===== src/hw/rtl/dda_line_rasterizer_unit_assert.svh =====
// assertion macros for the dda line rasterizer
`ifndef DDA_LINE_RASTERIZER_UNIT_ASSERT_SVH
`define DDA_LINE_RASTERIZER_UNIT_ASSERT_SVH

// same-cycle implication, checked outside reset
`define DLR_ASSERT_SAME(label, clk, rst, ante, cons, msg) \
   label: assert property (@(posedge clk) disable iff (rst) (ante) |-> (cons)) \
      else $error(msg);

// next-cycle implication, checked outside reset
`define DLR_ASSERT_NEXT(label, clk, rst, ante, cons, msg) \
   label: assert property (@(posedge clk) disable iff (rst) (ante) |=> (cons)) \
      else $error(msg);

`endif


===== src/hw/rtl/dlr_pkg.sv =====
// shared types and constants for the dda line rasterizer
package dlr_pkg;

   localparam int COORD_BITS    = 10;
   localparam int FRAC_BITS_DEF = 16;
   localparam int CNT_BITS      = 11;

   localparam logic REQ_LOAD  = 1'b0;
   localparam logic REQ_PIXEL = 1'b1;

   typedef struct packed {
      logic                  req_type;
      logic [COORD_BITS-1:0] x_start;
      logic [COORD_BITS-1:0] y_start;
      logic [COORD_BITS-1:0] x_end;
      logic [COORD_BITS-1:0] y_end;
   } dlr_req_type;

   typedef struct packed {
      logic [COORD_BITS-1:0] pixel_x;
      logic [COORD_BITS-1:0] pixel_y;
      logic                  last_pixel;
   } dlr_rsp_type;

   typedef struct packed {
      logic busy;
      logic done;
   } dlr_div_status_type;

endpackage


===== src/hw/rtl/dda_line_rasterizer_unit.sv =====
// top level of the dda line rasterizer: setup sequencer and pixel stepping
//
//   channel  dir  handshake            word
//   req      in   req_valid/req_stall  load endpoints or ask for next pixel
//   rsp      out  rsp_valid/rsp_stall  one pixel with last-pixel flag
//
// a pixel request is registered; pixel words can stream one per cycle
// a load with distinct endpoints holds req_stall while the shared divider
//   forms the x then the y increment
// a load with coincident endpoints skips the divider and yields an empty line
// a stalled pixel holds off requests; a new one enters as it is taken
// synchronous reset clears the sequencer, line counter and result valid
`include "dda_line_rasterizer_unit_assert.svh"

module dda_line_rasterizer_unit #(
   parameter int FRAC_BITS = dlr_pkg::FRAC_BITS_DEF
) (
   input  logic                  clock,
   input  logic                  reset,
   input  logic                  req_valid,
   output logic                  req_stall,
   input  dlr_pkg::dlr_req_type  req_data,
   output logic                  rsp_valid,
   input  logic                  rsp_stall,
   output dlr_pkg::dlr_rsp_type  rsp_data
);
   import dlr_pkg::*;

   localparam int ACC_BITS  = COORD_BITS + FRAC_BITS;
   localparam int STEP_BITS = FRAC_BITS + 2;
   localparam int CNT_EXT   = (COORD_BITS > CNT_BITS) ? COORD_BITS : CNT_BITS;

   // setup sequencer
   typedef enum logic [2:0] {
      ST_IDLE  = 3'b001,
      ST_DIV_X = 3'b010,
      ST_DIV_Y = 3'b100
   } dlr_state_type;

   dlr_state_type state_ff, state_in;

   // line state
   logic [ACC_BITS-1:0]   x_acc_ff, x_acc_in;
   logic [ACC_BITS-1:0]   y_acc_ff, y_acc_in;
   logic [STEP_BITS-1:0]  x_step_ff, x_step_in;
   logic [STEP_BITS-1:0]  y_step_ff, y_step_in;
   logic [CNT_BITS-1:0]   left_ff, left_in;

   // setup operands kept while the divider forms the increments
   logic                  x_neg_ff, x_neg_in;
   logic                  y_neg_ff, y_neg_in;
   logic [COORD_BITS-1:0] ady_ff, ady_in;
   logic [COORD_BITS-1:0] count_ff, count_in;

   // result register
   logic                  rsp_valid_ff, rsp_valid_in;
   dlr_rsp_type           rsp_data_ff, rsp_data_in;

   // handshake
   logic                  out_free;
   logic                  req_fire;
   logic                  load_fire;
   logic                  pix_fire;

   // endpoint deltas of the incoming word
   logic                  x_neg_now, y_neg_now;
   logic [COORD_BITS-1:0] adx_now, ady_now, count_now;
   logic [CNT_EXT-1:0]    count_wide;

   // divider hookup
   logic                  div_start;
   logic [COORD_BITS-1:0] div_dividend;
   logic [COORD_BITS-1:0] div_divisor;
   logic [FRAC_BITS:0]    div_quo;
   dlr_div_status_type    div_status;
   logic                  step_neg;
   logic [STEP_BITS-1:0]  step_mag;
   logic [STEP_BITS-1:0]  step_val;

   // the result register frees up when empty or when its word leaves this cycle
   assign out_free  = !rsp_valid_ff || !rsp_stall;
   assign req_stall = (state_ff != ST_IDLE) || !out_free;
   assign req_fire  = req_valid && !req_stall;
   assign load_fire = req_fire && (req_data.req_type == REQ_LOAD);
   // a pixel request on an empty line is taken and dropped
   assign pix_fire  = req_fire && (req_data.req_type == REQ_PIXEL) && (left_ff != '0);

   // absolute deltas and major-axis length
   assign x_neg_now  = req_data.x_end < req_data.x_start;
   assign y_neg_now  = req_data.y_end < req_data.y_start;
   assign adx_now    = x_neg_now ? (req_data.x_start - req_data.x_end)
                                 : (req_data.x_end - req_data.x_start);
   assign ady_now    = y_neg_now ? (req_data.y_start - req_data.y_end)
                                 : (req_data.y_end - req_data.y_start);
   assign count_now  = (adx_now >= ady_now) ? adx_now : ady_now;
   assign count_wide = CNT_EXT'(count_now);

   // signed increment from the unsigned quotient
   assign step_neg = (state_ff == ST_DIV_X) ? x_neg_ff : y_neg_ff;
   assign step_mag = {1'b0, div_quo};
   assign step_val = step_neg ? (~step_mag + 1'b1) : step_mag;

   // sequencer: x division, then y division on the same unit
   always_comb begin
      state_in     = state_ff;
      div_start    = 1'b0;
      div_dividend = adx_now;
      div_divisor  = count_now;
      x_step_in    = x_step_ff;
      y_step_in    = y_step_ff;
      unique case (state_ff)
         ST_IDLE: begin
            // coincident endpoints skip the divider altogether
            if (load_fire && (count_now != '0)) begin
               div_start = 1'b1;
               state_in  = ST_DIV_X;
            end
         end
         ST_DIV_X: begin
            div_dividend = ady_ff;
            div_divisor  = count_ff;
            if (div_status.done) begin
               x_step_in = step_val;
               div_start = 1'b1;
               state_in  = ST_DIV_Y;
            end
         end
         ST_DIV_Y: begin
            div_dividend = ady_ff;
            div_divisor  = count_ff;
            if (div_status.done) begin
               y_step_in = step_val;
               state_in  = ST_IDLE;
            end
         end
         default: begin
            state_in = ST_IDLE;
         end
      endcase
   end

   // accumulators, counter and load operands
   always_comb begin
      x_acc_in = x_acc_ff;
      y_acc_in = y_acc_ff;
      left_in  = left_ff;
      x_neg_in = x_neg_ff;
      y_neg_in = y_neg_ff;
      ady_in   = ady_ff;
      count_in = count_ff;
      priority if (load_fire) begin
         x_acc_in = {req_data.x_start, {FRAC_BITS{1'b0}}};
         y_acc_in = {req_data.y_start, {FRAC_BITS{1'b0}}};
         left_in  = count_wide[CNT_BITS-1:0];
         x_neg_in = x_neg_now;
         y_neg_in = y_neg_now;
         ady_in   = ady_now;
         count_in = count_now;
      end else if (pix_fire) begin
         // increments are sign-extended; the sum wraps at the accumulator width
         x_acc_in = x_acc_ff + {{(ACC_BITS-STEP_BITS){x_step_ff[STEP_BITS-1]}}, x_step_ff};
         y_acc_in = y_acc_ff + {{(ACC_BITS-STEP_BITS){y_step_ff[STEP_BITS-1]}}, y_step_ff};
         left_in  = left_ff - 1'b1;
      end else begin
         // no word taken: line state holds
      end
   end

   // result register: pixel is the integer part before the advance
   always_comb begin
      rsp_data_in  = rsp_data_ff;
      rsp_valid_in = rsp_valid_ff && rsp_stall;
      if (pix_fire) begin
         rsp_valid_in           = 1'b1;
         rsp_data_in.pixel_x    = x_acc_ff[ACC_BITS-1:FRAC_BITS];
         rsp_data_in.pixel_y    = y_acc_ff[ACC_BITS-1:FRAC_BITS];
         rsp_data_in.last_pixel = (left_ff == CNT_BITS'(1));
      end
   end

   dlr_div #(
      .FRAC_BITS (FRAC_BITS)
   ) u_div (
      .clock    (clock),
      .reset    (reset),
      .start    (div_start),
      .dividend (div_dividend),
      .divisor  (div_divisor),
      .quotient (div_quo),
      .status   (div_status)
   );

   always_ff @(posedge clock) begin
      if (reset) begin
         state_ff     <= ST_IDLE;
         left_ff      <= '0;
         rsp_valid_ff <= 1'b0;
      end else begin
         state_ff     <= state_in;
         left_ff      <= left_in;
         rsp_valid_ff <= rsp_valid_in;
      end
   end

   always_ff @(posedge clock) begin
      x_acc_ff    <= x_acc_in;
      y_acc_ff    <= y_acc_in;
      x_step_ff   <= x_step_in;
      y_step_ff   <= y_step_in;
      x_neg_ff    <= x_neg_in;
      y_neg_ff    <= y_neg_in;
      ady_ff      <= ady_in;
      count_ff    <= count_in;
      rsp_data_ff <= rsp_data_in;
   end

   assign rsp_valid = rsp_valid_ff;
   assign rsp_data  = rsp_data_ff;

   // checks
   `DLR_ASSERT_SAME(a_setup_blocks_req, clock, reset, state_ff != ST_IDLE, req_stall, "request taken during setup")
   `DLR_ASSERT_SAME(a_setup_has_divider, clock, reset, state_ff != ST_IDLE, div_status.busy || div_status.done, "setup waiting on an idle divider")
   `DLR_ASSERT_NEXT(a_load_starts_div, clock, reset, load_fire && (count_now != '0), state_ff == ST_DIV_X, "load did not start the x division")
   `DLR_ASSERT_NEXT(a_empty_no_pixel, clock, reset, req_fire && (req_data.req_type == REQ_PIXEL) && (left_ff == '0), !rsp_valid, "pixel from an empty line")
   `DLR_ASSERT_NEXT(a_last_ends_line, clock, reset, pix_fire && (left_ff == CNT_BITS'(1)), (left_ff == '0) && rsp_data.last_pixel, "last pixel did not close the line")

endmodule


===== src/hw/rtl/dlr_div.sv =====
// shared restoring divider, one quotient bit per cycle
module dlr_div #(
   parameter int FRAC_BITS = dlr_pkg::FRAC_BITS_DEF
) (
   input  logic                              clock,
   input  logic                              reset,
   input  logic                              start,
   input  logic [dlr_pkg::COORD_BITS-1:0]    dividend,
   input  logic [dlr_pkg::COORD_BITS-1:0]    divisor,
   output logic [FRAC_BITS:0]                quotient,
   output dlr_pkg::dlr_div_status_type       status
);
   import dlr_pkg::*;

   localparam int ITER_W = $clog2(FRAC_BITS + 1);

   logic [COORD_BITS:0]   rem_ff, rem_in;
   logic [COORD_BITS-1:0] dvs_ff, dvs_in;
   logic [FRAC_BITS:0]    quo_ff, quo_in;
   logic [ITER_W-1:0]     iter_ff, iter_in;
   logic                  first_ff, first_in;
   logic                  busy_ff, busy_in;
   logic                  done_ff, done_in;
   logic [COORD_BITS:0]   shifted;
   logic [COORD_BITS:0]   diff;
   logic                  ge;

   // first pass takes the dividend unshifted (the integer quotient bit)
   assign shifted = first_ff ? rem_ff : {rem_ff[COORD_BITS-1:0], 1'b0};
   assign ge      = shifted >= {1'b0, dvs_ff};
   assign diff    = shifted - {1'b0, dvs_ff};

   always_comb begin
      rem_in   = rem_ff;
      dvs_in   = dvs_ff;
      quo_in   = quo_ff;
      iter_in  = iter_ff;
      first_in = first_ff;
      busy_in  = busy_ff;
      done_in  = 1'b0;
      priority if (start) begin
         rem_in   = {1'b0, dividend};
         dvs_in   = divisor;
         quo_in   = '0;
         iter_in  = ITER_W'(FRAC_BITS);
         first_in = 1'b1;
         busy_in  = 1'b1;
      end else if (busy_ff) begin
         quo_in   = {quo_ff[FRAC_BITS-1:0], ge};
         rem_in   = ge ? diff : shifted;
         first_in = 1'b0;
         if (iter_ff == '0) begin
            busy_in = 1'b0;
            done_in = 1'b1;
         end else begin
            iter_in = iter_ff - 1'b1;
         end
      end else begin
         // idle: everything holds
      end
   end

   always_ff @(posedge clock) begin
      if (reset) begin
         busy_ff <= 1'b0;
         done_ff <= 1'b0;
      end else begin
         busy_ff <= busy_in;
         done_ff <= done_in;
      end
   end

   always_ff @(posedge clock) begin
      rem_ff   <= rem_in;
      dvs_ff   <= dvs_in;
      quo_ff   <= quo_in;
      iter_ff  <= iter_in;
      first_ff <= first_in;
   end

   assign quotient    = quo_ff;
   assign status.busy = busy_ff;
   assign status.done = done_ff;

endmodule


===== config.mk =====
export PLATFORM = sky130hd
export DESIGN_NAME = dda_line_rasterizer_unit
export DESIGN_NICKNAME = d
export VERILOG_FILES = /design/src/hw/rtl/dlr_pkg.sv /design/src/hw/rtl/dda_line_rasterizer_unit.sv /design/src/hw/rtl/dlr_div.sv
export VERILOG_INCLUDE_DIRS = /design/src /design/src/hw/rtl
export SDC_FILE = /design/constraint.sdc
export NUM_CORES = 1
export LEC_CHECK = 0
export ABC_CLOCK_PERIOD_IN_PS = 8400
export BUFFER_PORTS_ARGS = -buffer_cell sky130_fd_sc_hd__buf_2
export CAP_MARGIN = 10
export CORE_ASPECT_RATIO = 1.1
export CORE_MARGIN = 2
export CORE_UTILIZATION = 40
export DETAILED_ROUTE_END_ITERATION = 12
export HOLD_SLACK_MARGIN = 0.15
export PLACE_DENSITY = 0.61
export SYNTH_ARGS = -nofsm -noshare
export SYNTH_HDL_FRONTEND = slang
export SYNTH_SLANG_ARGS = --single-unit

===== constraint.sdc =====
create_clock -name clock -period 8.4 [get_ports clock]
set_clock_uncertainty 0.1 [all_clocks]
set_input_delay 2.1 -clock clock [delete_from_list [all_inputs] [get_ports clock]]
set_output_delay 2.1 -clock clock [all_outputs]
set_load 0.005 [all_outputs]

==> results of run 1 <==
[critical path: stages]
cell and delay (ns):
buf_2 0.09, inv_1 0.04, ha_1 0.22, fa_1 0.39
nor2b_1 0.20, o21ai_0 0.18, a31oi_1 0.45, nor2_1 0.26
mux2_2 0.34, xnor2_1 0.44, ha_1 0.34, a2111o_1 0.39
o22ai_1 0.19, a31o_2 0.29, o21ai_0 0.17, nor3b_1 0.22
a41o_1 0.22, o211ai_1 0.15, nand2b_1 0.38
[state kept, by name (all words and copies together), names as in the netlist]
register and count:
y_step_ff 18, state_ff 3, u_div.first_ff 1, rsp_data 21, x_acc_ff 26, count_ff 10
y_neg_ff 1, rsp_valid 1, u_div.rem_ff 11, y_acc_ff 26, x_step_ff 18, u_div.iter_ff 5
left_ff 11, x_neg_ff 1, ady_ff 10, u_div.dvs_ff 10, u_div.done_ff 1, u_div.busy_ff 1
u_div.quotient 17
[report_power, final]
group          switching [W]  leakage [nW]  internal [W]
logic                0.00107          3.82      0.000769
registers           0.000127          1.71       0.00129
clock network       0.000389         0.264      0.000388
total                0.00159          5.80       0.00244
[logic make-up (layout without fill, tap and decap cells)]
family,after synthesis,count (layout),synth area share (%)
xor gates and xnor gates,80,80,5.61
adders and majority gates,120,120,12.4
muxes,73,73,6.09
buffers and inverters,145,212,4.61
and+or+nand+nor,336,336,13.3
AOI/OAI and AO/OA,333,333,17.7
DFF,192,192,40.3
[worst paths after layout]
kind                         start              end  slack (ns)
setup / recovery       req_data[0]  u_div.rem_ff[2]        1.33
hold / removal    u_div.iter_ff[4]    u_div.done_ff        0.36
setup reg to reg    u_div.first_ff  u_div.rem_ff[1]        4.23
hold reg to reg   u_div.iter_ff[4]    u_div.done_ff        0.36
[cell type report]
cell class	instances	area (um^2)
multi-input cells	942	6900
well taps	414	518
inverters	103	387
repair buffers	77	410
clock inverters	15	123
flip-flops and latches	192	5030
clock buffers	17	425
fillers	2939	16800
[metrics by stage]
stage	cells	cell area, um^2	hold slack [ns]
floorplan	1279	12500	0.323
global placement	1728	13200	0.340
detailed placement	1728	13200	0.344
CTS	1760	13800	0.359
global route	1760	13800	0.391
finish	1760	13800	0.356
[routing by layer]
layer	vias to the layer above	track usage, %	share of wire [%]
met2	190	30.4	46
met3	43	3.03	3.7
met5	-	0	0
met1	4513	24.7	48
met4	0	7.23	3.0
li1	4787	-	-
[cells in the final DEF (no fill, tap or decap), types with 7 or more instances in the layout]
master     count
and3_1         9
mux2_2        24
buf_2         67
xor2_1        38
nor2b_1       14
dfxtp_1       73
nand3_1       49
buf_4         10
nand4_1        7
a31o_2         7
o211ai_1       7
fa_1           7
nor2_1        82
nand2_1       71
mux2i_1       49
nand2b_1      20
nor4_1         8
a211oi_1      14
a21o_1        35
o22ai_1       17
ha_1         113
edfxtp_1     119
o21ai_0       77
a221oi_1       9
o31ai_1        8
o21a_1        17
xnor2_1       42
clkbuf_16     17
nor3_1        27
inv_1        102
a31oi_1       12
a21oi_1       76
or2_2          8
or3_1         12
==> flow_metrics.tcl, run 1 <==
set metrics [dict create \
    worst_slew_pin_slew_ns 0.985 \
    hp-class "flip-flop to flip-flop" \
    vdd_ir_drop_max_mv 0.120 \
    synth.top_cells.by_count "119 x edfxtp_1, 113 x ha_1, 102 x inv_1, 82 x nor2_1" \
    wire_per_inst_um 17.0 \
    initial_core_util_pct 40.8 \
    synth.distinct_cells 70 \
    yosysSeqAreaShare_pct 40.3 \
    dr.pass1.iters 5 \
    finalWorstSetupSlack_ns 1.33 \
    async_flop_share_pct 0 \
    rows 67 \
    die_w_um 173 \
    core_region_area_mm2 0.0306 \
    grt_overflow 0 \
    p_per_area_mw_per_mm2 292 \
    path_max_fanout 13 \
    maxSlewViolCount 0 \
    rsz0062_at_grt "no" \
    die_area_mm2 0.0327 \
    syn-cell-area_mm2 0.0125 \
    io-pin-count 68 \
    drt-vias-per-instance 5.42 \
    fin_nets 1498 \
    setup_viol 0 \
    grt_usage_pct 18.6 \
    syn_inst 1279 \
    grt_max_degree 83 \
    cap_viol_max_count 0 \
    ys.flop_type "edfxtp_1" \
    ctsHoldBuffers 0 \
    p_leak_nw 5.80 \
    antenna_found_initial 0 \
    num_vias 9533 \
    drc 0 \
    total_power_w 0.00403 \
    crit_required_ns 8.40 \
    rr_worst_depth 11 \
    fin_crit_ns 7.07 \
    grt_pass1_vias 9238 \
    portBuffers 67 \
    post-route-period-util_pct 84.2 \
    synth.most_common_cell "edfxtp_1" \
    antenna_left 0 \
    critPathCaptureType "flip-flop" \
    cts_tree "done" \
    cp.arrival_ns 7.08 \
    syn-num-nets 1444 \
    yosys.area.top_type "edfxtp_1" \
    clkLatencyLatePin_ns 0.44 \
    setup-tns-final_ns 0 \
    totalWireLength_mm 29.9 \
    htree_levels 4 \
    cts_sinks 192 \
    fmax_ghz 0.141 \
    drive_gt1_share_pct 11.7 \
    yosysTopAreaCellShare_pct 28.6 \
    hold_viol 0 \
    cts_resized 0 \
    synth_edf_count 119 \
    crit_type "primary input to flip-flop" \
    cts_root_buffer "clkbuf_16" \
    antennaDiodeCount 0 \
    synth_top_cells_by_area "edfxtp_1 29%, dfxtp_1 12%, ha_1 11%" \
    clk_pin_slew_ns 0.07 \
    hpwl_mm 22.2 \
    avgSynthCellArea_um2 9.77 \
    drt-initial-drc-count 491 \
    area_growth_pct 10.4 \
    place.gp.congestion 0.918 \
    hold_path_depth 1 \
    grt_pass1_wl_mm 48.6 \
    status "complete, no violations" \
    cp-start-kind "primary input" \
    post_cts_buffers 0 \
    die_h_um 189 \
    final_util_pct 45.1 \
    synth_warnings 0 \
    post-place-ws_ns 0.982 \
    slew_headroom_pct 34.1 \
    yosys_register_bits 192 \
    numCtsBuffers 17 \
    cts.path.max_buffers 2 \
]
No activity file was read; power rests on OpenSTA's default activity.
==> run 2, diff against run 1 <==
ABC_AREA = 1   (was not set)
ABC_CLOCK_PERIOD_IN_PS = 7060   (was 8400)
clock period = 7.06 ns   (was 8.4 ns; I/O delays follow)
==> run 2 against run 1 <==
Clock power grew 28%; final cell count grew 30%; largest cell class unchanged; die area increased by 7.1%; sequential share of layout area fell by 2.4 points; clock-buffer cell count unchanged; global-route usage increased by 2.0 points; wire length increased by 19%; synthesized cell count grew 39%.
==> flow_metrics.tcl, run 2 <==
set metrics [dict create \
    status "complete, no violations" \
    grt_pass1_wl_mm 56.7 \
    fin_nets 2002 \
    maxSlewViolCount 0 \
    p_leak_nw 6.92 \
    p_clk_share_pct 19.3 \
    hold_viol 0 \
    power.share.switching_pct 43.6 \
    synth_top_cells_by_area "edfxtp_1 27%, nand2_1 14%, dfxtp_1 11%" \
    avgSynthCellArea_um2 7.52 \
    final_util_pct 44.6 \
    crit_family "simple AND/OR/NAND/NOR gates" \
    post-route-period-util_pct 87.4 \
    antenna_left 0 \
    register_area_mm2 0.00503 \
    synth_edf_count 119 \
    syn_inst 1782 \
    yosysSeqAreaShare_pct 37.6 \
    worst_slew_pin_slew_ns 1.01 \
    ctsHoldBuffers 0 \
    clk_pin_slew_ns 0.08 \
    p_seq_share_pct 33.8 \
    drive_gt1_share_pct 8.32 \
    syn-num-nets 1947 \
    htree_levels 4 \
    totalWireLength_mm 35.5 \
    num_vias 11759 \
    r2r_end "u_div.rem_ff[0]" \
    grt_max_degree 55 \
    crit_buf_inv 3 \
    initial_core_util_pct 40.5 \
    cts_sinks 192 \
    critPathCaptureType "flip-flop" \
    critPathCapture "u_div.rem_ff[8]" \
    crit_cells 25 \
    clkLatencyLatePin_ns 0.45 \
    drt-initial-drc-count 748 \
    syn-cell-area_mm2 0.0134 \
    vdd_ir_drop_max_mv 0.168 \
    cts_tree "done" \
    drt-vias-per-instance 5.15 \
    yosys.area.top_type "edfxtp_1" \
    crit_type "primary input to flip-flop" \
    synth.top_cells.by_count "485 x nand2_1, 242 x inv_1, 124 x nor2_1, 121 x o21ai_0, 119 x edfxtp_1" \
    setup-tns-final_ns 0 \
    rows 70 \
    cts.path.max_buffers 2 \
    hp-class "flip-flop to flip-flop" \
    num-fill-cells 3376 \
    power_switching_w 0.00223 \
    crit_top_cell "nand2_1" \
    numCtsBuffers 17 \
    crit_required_ns 7.17 \
    place.gp.congestion 0.918 \
    cp.arrival_ns 6.27 \
    multi_input_area_mm2 0.00726 \
    drc 0 \
    grt_pass1_vias 11545 \
    max_stage_delay_ns 0.53 \
    reg2reg_setup_slack_ns 3.67 \
    hpwl_mm 27.6 \
    grt_usage_pct 20.6 \
    die_w_um 179 \
    r2r-start "u_div.first_ff" \
    io-pin-count 68 \
    p_comb_share_pct 46.8 \
    setup_viol 0 \
    async_flop_share_pct 0 \
    slew_headroom_pct 32.3 \
    synth.most_common_cell "nand2_1" \
    dr.pass1.iters 7 \
    yosys_register_bits 192 \
    cts_resized 0 \
    die_area_mm2 0.0350 \
    synth_warnings 0 \
    p_int_w 0.00289 \
    fin_crit_ns 6.17 \
    worstHoldStart "y_acc_ff[9]" \
    final_common_cell "nand2_1" \
    ys.flop_type "edfxtp_1" \
    wire_per_inst_um 15.5 \
    post_cts_buffers 0 \
    portBuffers 67 \
    synth.distinct_cells 51 \
    rr_worst_depth 10 \
    cap_viol_max_count 0 \
    cp-start-kind "primary input" \
    path_max_fanout 43 \
    antenna_found_initial 0 \
    core_region_area_mm2 0.0331 \
    area_growth_pct 10.1 \
    slowest_stage "nor2_1" \
    grt_overflow 0 \
    fmax_ghz 0.162 \
    cts_root_buffer "clkbuf_16" \
    rsz0062_at_grt "no" \
    cp-startpoint "req_data[15]" \
    yosysTopAreaCellShare_pct 26.7 \
    die_h_um 196 \
    p_per_area_mw_per_mm2 347 \
    final_cell_mix "485 x nand2_1, 242 x inv_1, 122 x nor2_1, 121 x o21ai_0, 119 x edfxtp_1" \
]
## run 2: cell types whose count changed after synthesis, moves of 27 or more
| cell | change |
|---|---|
| nand2_1 | +414 |
| inv_1 | +140 |
| mux2i_1 | -49 |
| nand3_1 | +49 |
| o21ai_0 | +44 |
| nor2_1 | +42 |
| a21oi_1 | +41 |
| a21o_1 | -27 |
| xnor2_1 | -27 |
## run 2: logic make-up (layout without fill, tap and decap cells)
logic type	after synthesis	in the layout	synth area share, %
simple gates	804	804	25.2
compound gates	325	325	13.6
buf+inv	285	353	8.37
flops	192	192	37.6
fa+ha+maj	120	120	11.6
xor+xnor	56	56	3.66
other cells	0	1	0
## run 2: how the worst min path moves through the flow
stage	to	slack [ns]	cells after the start
floorplan	x_acc_ff[13]	0.33	2
global placement	y_acc_ff[10]	0.34	2
detailed placement	x_acc_ff[15]	0.35	2
CTS	y_acc_ff[9]	0.36	2
global route	rsp_data[7]	0.38	0
finish	y_acc_ff[9]	0.36	2
## run 2: area by class of cell
type / instances / share of cell area (%)
diodes: 1 / 0.0170
clock buffers: 17 / 2.88
clock inverters: 15 / 1.25
inverters: 247 / 6.28
multi-input cells: 1305 / 49.2
flip-flops and latches: 192 / 34.1
well taps: 432 / 3.66
repair buffers: 74 / 2.63
## run 2: power by group through the flow
stage	clock, W	combinational [W]	sequential [W]
final	0.000991	0.00240	0.00173
after CTS	0.00101	0.00239	0.00173
after global routing	0.00105	0.00272	0.00177
after floorplan	0	0.00182	0.00169
after global placement	0	0.00235	0.00175
after detailed placement	0	0.00238	0.00175
## run 2: metal layers
metal	vias up	GRT usage, %	part of all wire [%]
li1	6020	-	-
met2	251	37.2	51
met5	-	0	0
met1	5435	25.0	43
met4	0	6.65	2.6
met3	53	2.75	3.7
## run 2: metrics by stage
step	total power, W	hold slack (ns)	instances	cell area [um^2]	worst slack [ns]
finish	0.00512	0.360	2283	14800	0.892
global route	0.00554	0.376	2282	14800	0.360
CTS	0.00514	0.364	2282	14800	0.967
detailed placement	0.00413	0.350	2250	14100	0.500
global placement	0.00410	0.345	2250	14100	0.676
floorplan	0.00351	0.333	1782	13400	1.68
## run 2: worst register-to-register path, delay by kind of cell, from the launching register on
family	cells	cell delay (ns)
AND/OR/NAND/NOR	4	0.92
AO/OA/AOI/OAI	5	1.01
flip-flops	1	0.75
adder cells (fa/ha/maj)	1	0.39
==> run 3, diff against run 2 <==
ABC_AREA = 0   (was 1)
BUFFER_PORTS_ARGS = -buffer_cell sky130_fd_sc_hd__clkbuf_2   (was -buffer_cell sky130_fd_sc_hd__buf_2)
HOLD_SLACK_MARGIN = 0.03   (was 0.15)
==> run 3 against run 2 <==
Sequential share of layout area increased by 2.1 points; via count fell by 19%; fmax shrank 5.7%; critical path depth fell by 7; largest cell class unchanged; highest routed layer unchanged.
==> flow_metrics.tcl, run 3 (synthesis gave the netlist of run 1 again) <==
set metrics [dict create \
    initial_core_util_pct 40.8 \
    totalWireLength_mm 29.5 \
    cts_sinks 192 \
    grt_pass1_wl_mm 48.3 \
    worstHoldStart "x_acc_ff[0]" \
    fmax_ghz 0.153 \
    clk_pin_slew_ns 0.07 \
    slowest_stage "nor2_1" \
    p_seq_share_pct 34.8 \
    cp-start-kind "primary input" \
    grt_max_degree 83 \
    post_cts_buffers 0 \
    cts_root_buffer "clkbuf_16" \
    num-fill-cells 2962 \
    path_max_fanout 45 \
    maxSlewViolCount 0 \
    io-pin-count 68 \
    slew_headroom_pct 32.2 \
    setup_viol 0 \
    ctsHoldBuffers 0 \
    die_area_mm2 0.0327 \
    vdd_ir_drop_max_mv 0.145 \
    drt-vias-per-instance 5.38 \
    core_region_area_mm2 0.0306 \
    finalInstanceArea_mm2 0.0139 \
    dr.pass1.iters 5 \
    total_power_w 0.00483 \
    area_growth_pct 11.2 \
    hpwl_mm 22.0 \
    fin_crit_ns 6.54 \
    p_per_area_mw_per_mm2 347 \
    reg2reg_setup_slack_ns 2.92 \
    max_stage_delay_ns 0.44 \
    crit_required_ns 7.13 \
    stdcell_count 1771 \
    drive_gt1_share_pct 12.4 \
    fin_nets 1509 \
    p_clk_share_pct 19.7 \
    power.share.switching_pct 38.8 \
    holdWs_ns 0.359 \
    antenna_found_initial 0 \
    cp-startpoint "req_data[8]" \
    die_w_um 173 \
    grt_usage_pct 18.5 \
    place.gp.congestion 0.944 \
    drt-initial-drc-count 448 \
    drc 0 \
    status "complete, no violations" \
    final_cell_mix "119 x edfxtp_1, 113 x ha_1, 102 x inv_1, 82 x nor2_1, 77 x o21ai_0" \
    hold_viol 0 \
    crit_chain "clkbuf_2 -> inv_1 -> ha_1 -> a21o_1 -> a221o_1 -> nor2_1 -> mux2_2 -> xnor2_1 -> ha_1 -> a2111o_1 -> o22ai_1 -> a31o_2 -> o21ai_0 -> nor3b_1 -> a41o_1 -> o211ai_1 -> buf_4 -> mux2i_1" \
    die_h_um 189 \
    final_common_cell "edfxtp_1" \
    grt_pass1_vias 9350 \
    post-route-period-util_pct 92.7 \
    r2r-start "u_div.first_ff" \
    cts.path.max_buffers 2 \
    crit_type "primary input to flip-flop" \
    htree_levels 4 \
    cap_viol_max_count 0 \
    cts_tree "done" \
    p_int_w 0.00295 \
    placed_area_mm2 0.0133 \
    rows 67 \
    rsz0062_at_grt "no" \
    cts_resized 0 \
    wire_per_inst_um 16.7 \
    crit_top_cell "ha_1" \
    power_switching_w 0.00187 \
    num_vias 9530 \
    hp-class "flip-flop to flip-flop" \
    p_comb_share_pct 45.5 \
    critPathCaptureType "flip-flop" \
    worst_slew_pin_slew_ns 1.01 \
    grt_overflow 0 \
    dp_cells 1739 \
    portBuffers 67 \
    numCtsBuffers 17 \
    p_leak_nw 5.87 \
    cp.arrival_ns 6.61 \
    antenna_left 0 \
    antennaDiodeCount 0 \
    setup-tns-final_ns 0 \
    clkLatencyLatePin_ns 0.44 \
]
-- run 3: changes by cell type in the layout (fill, tap and decap cells not counted), sizes merged, moves of 24 or more --
cell and delta:
a21o +27, a21oi -44, buf -53, clkbuf +69, inv -142, mux2 +24
mux2i +49, nand2 -418, nand3 -52, nor2 -65, o21ai -46, xnor2 +27
-- run 3: layer usage --
metal  track usage, %  up-vias  part of all wire [%]
li1                 -     4812                     -
met1             24.7     4489                    48
met2             30.2      185                    45
met3             2.95       44                   3.7
met4             7.33        0                   2.7
met5                0        -                     0
-- run 3: path summary, 6_finish.rpt --
kind                                         to  cells after the start
worst min-delay path                x_acc_ff[0]                      2
worst min register to register      x_acc_ff[0]                      2
worst max-delay path            u_div.rem_ff[6]                     18
worst max register to register  u_div.rem_ff[1]                     11
-- run 3: power groups by stage --
stage	combinational (W)	clock [W]	sequential (W)
2_1_floorplan	0.00171	0	0.00164
3_3_place_gp	0.00215	0	0.00170
3_5_place_dp	0.00219	0	0.00170
4_1_cts	0.00221	0.000975	0.00168
5_1_grt	0.00250	0.00101	0.00171
6_report	0.00220	0.000950	0.00168
-- run 3: through the flow --
stage	setup WS [ns]	utilization, %
after floorplan	0.811	-
after global placement	0.311	43.6
after detailed placement	0.134	43.6
after CTS	0.575	45.4
after global routing	0.120	45.4
final	0.516	45.4
-- run 3: final cells by class --
class | instances | area [um^2] | area share, %
clock inverter | 13 | 131 | 0.946
timing repair buffer | 88 | 493 | 3.55
multi-input combinational | 942 | 6900 | 49.6
clock buffer | 19 | 433 | 3.12
sequential | 192 | 5030 | 36.2
tap | 414 | 518 | 3.73
inverter | 103 | 387 | 2.78
-- run 3: worst max-delay path: cells and delay by family --
kind | cells | cell delay (ns)
fa+ha+maj | 2 | 0.68
compound gates | 8 | 2.04
buf+inv | 3 | 0.48
simple gates | 2 | 0.66
mux | 2 | 0.60
xor+xnor | 1 | 0.38
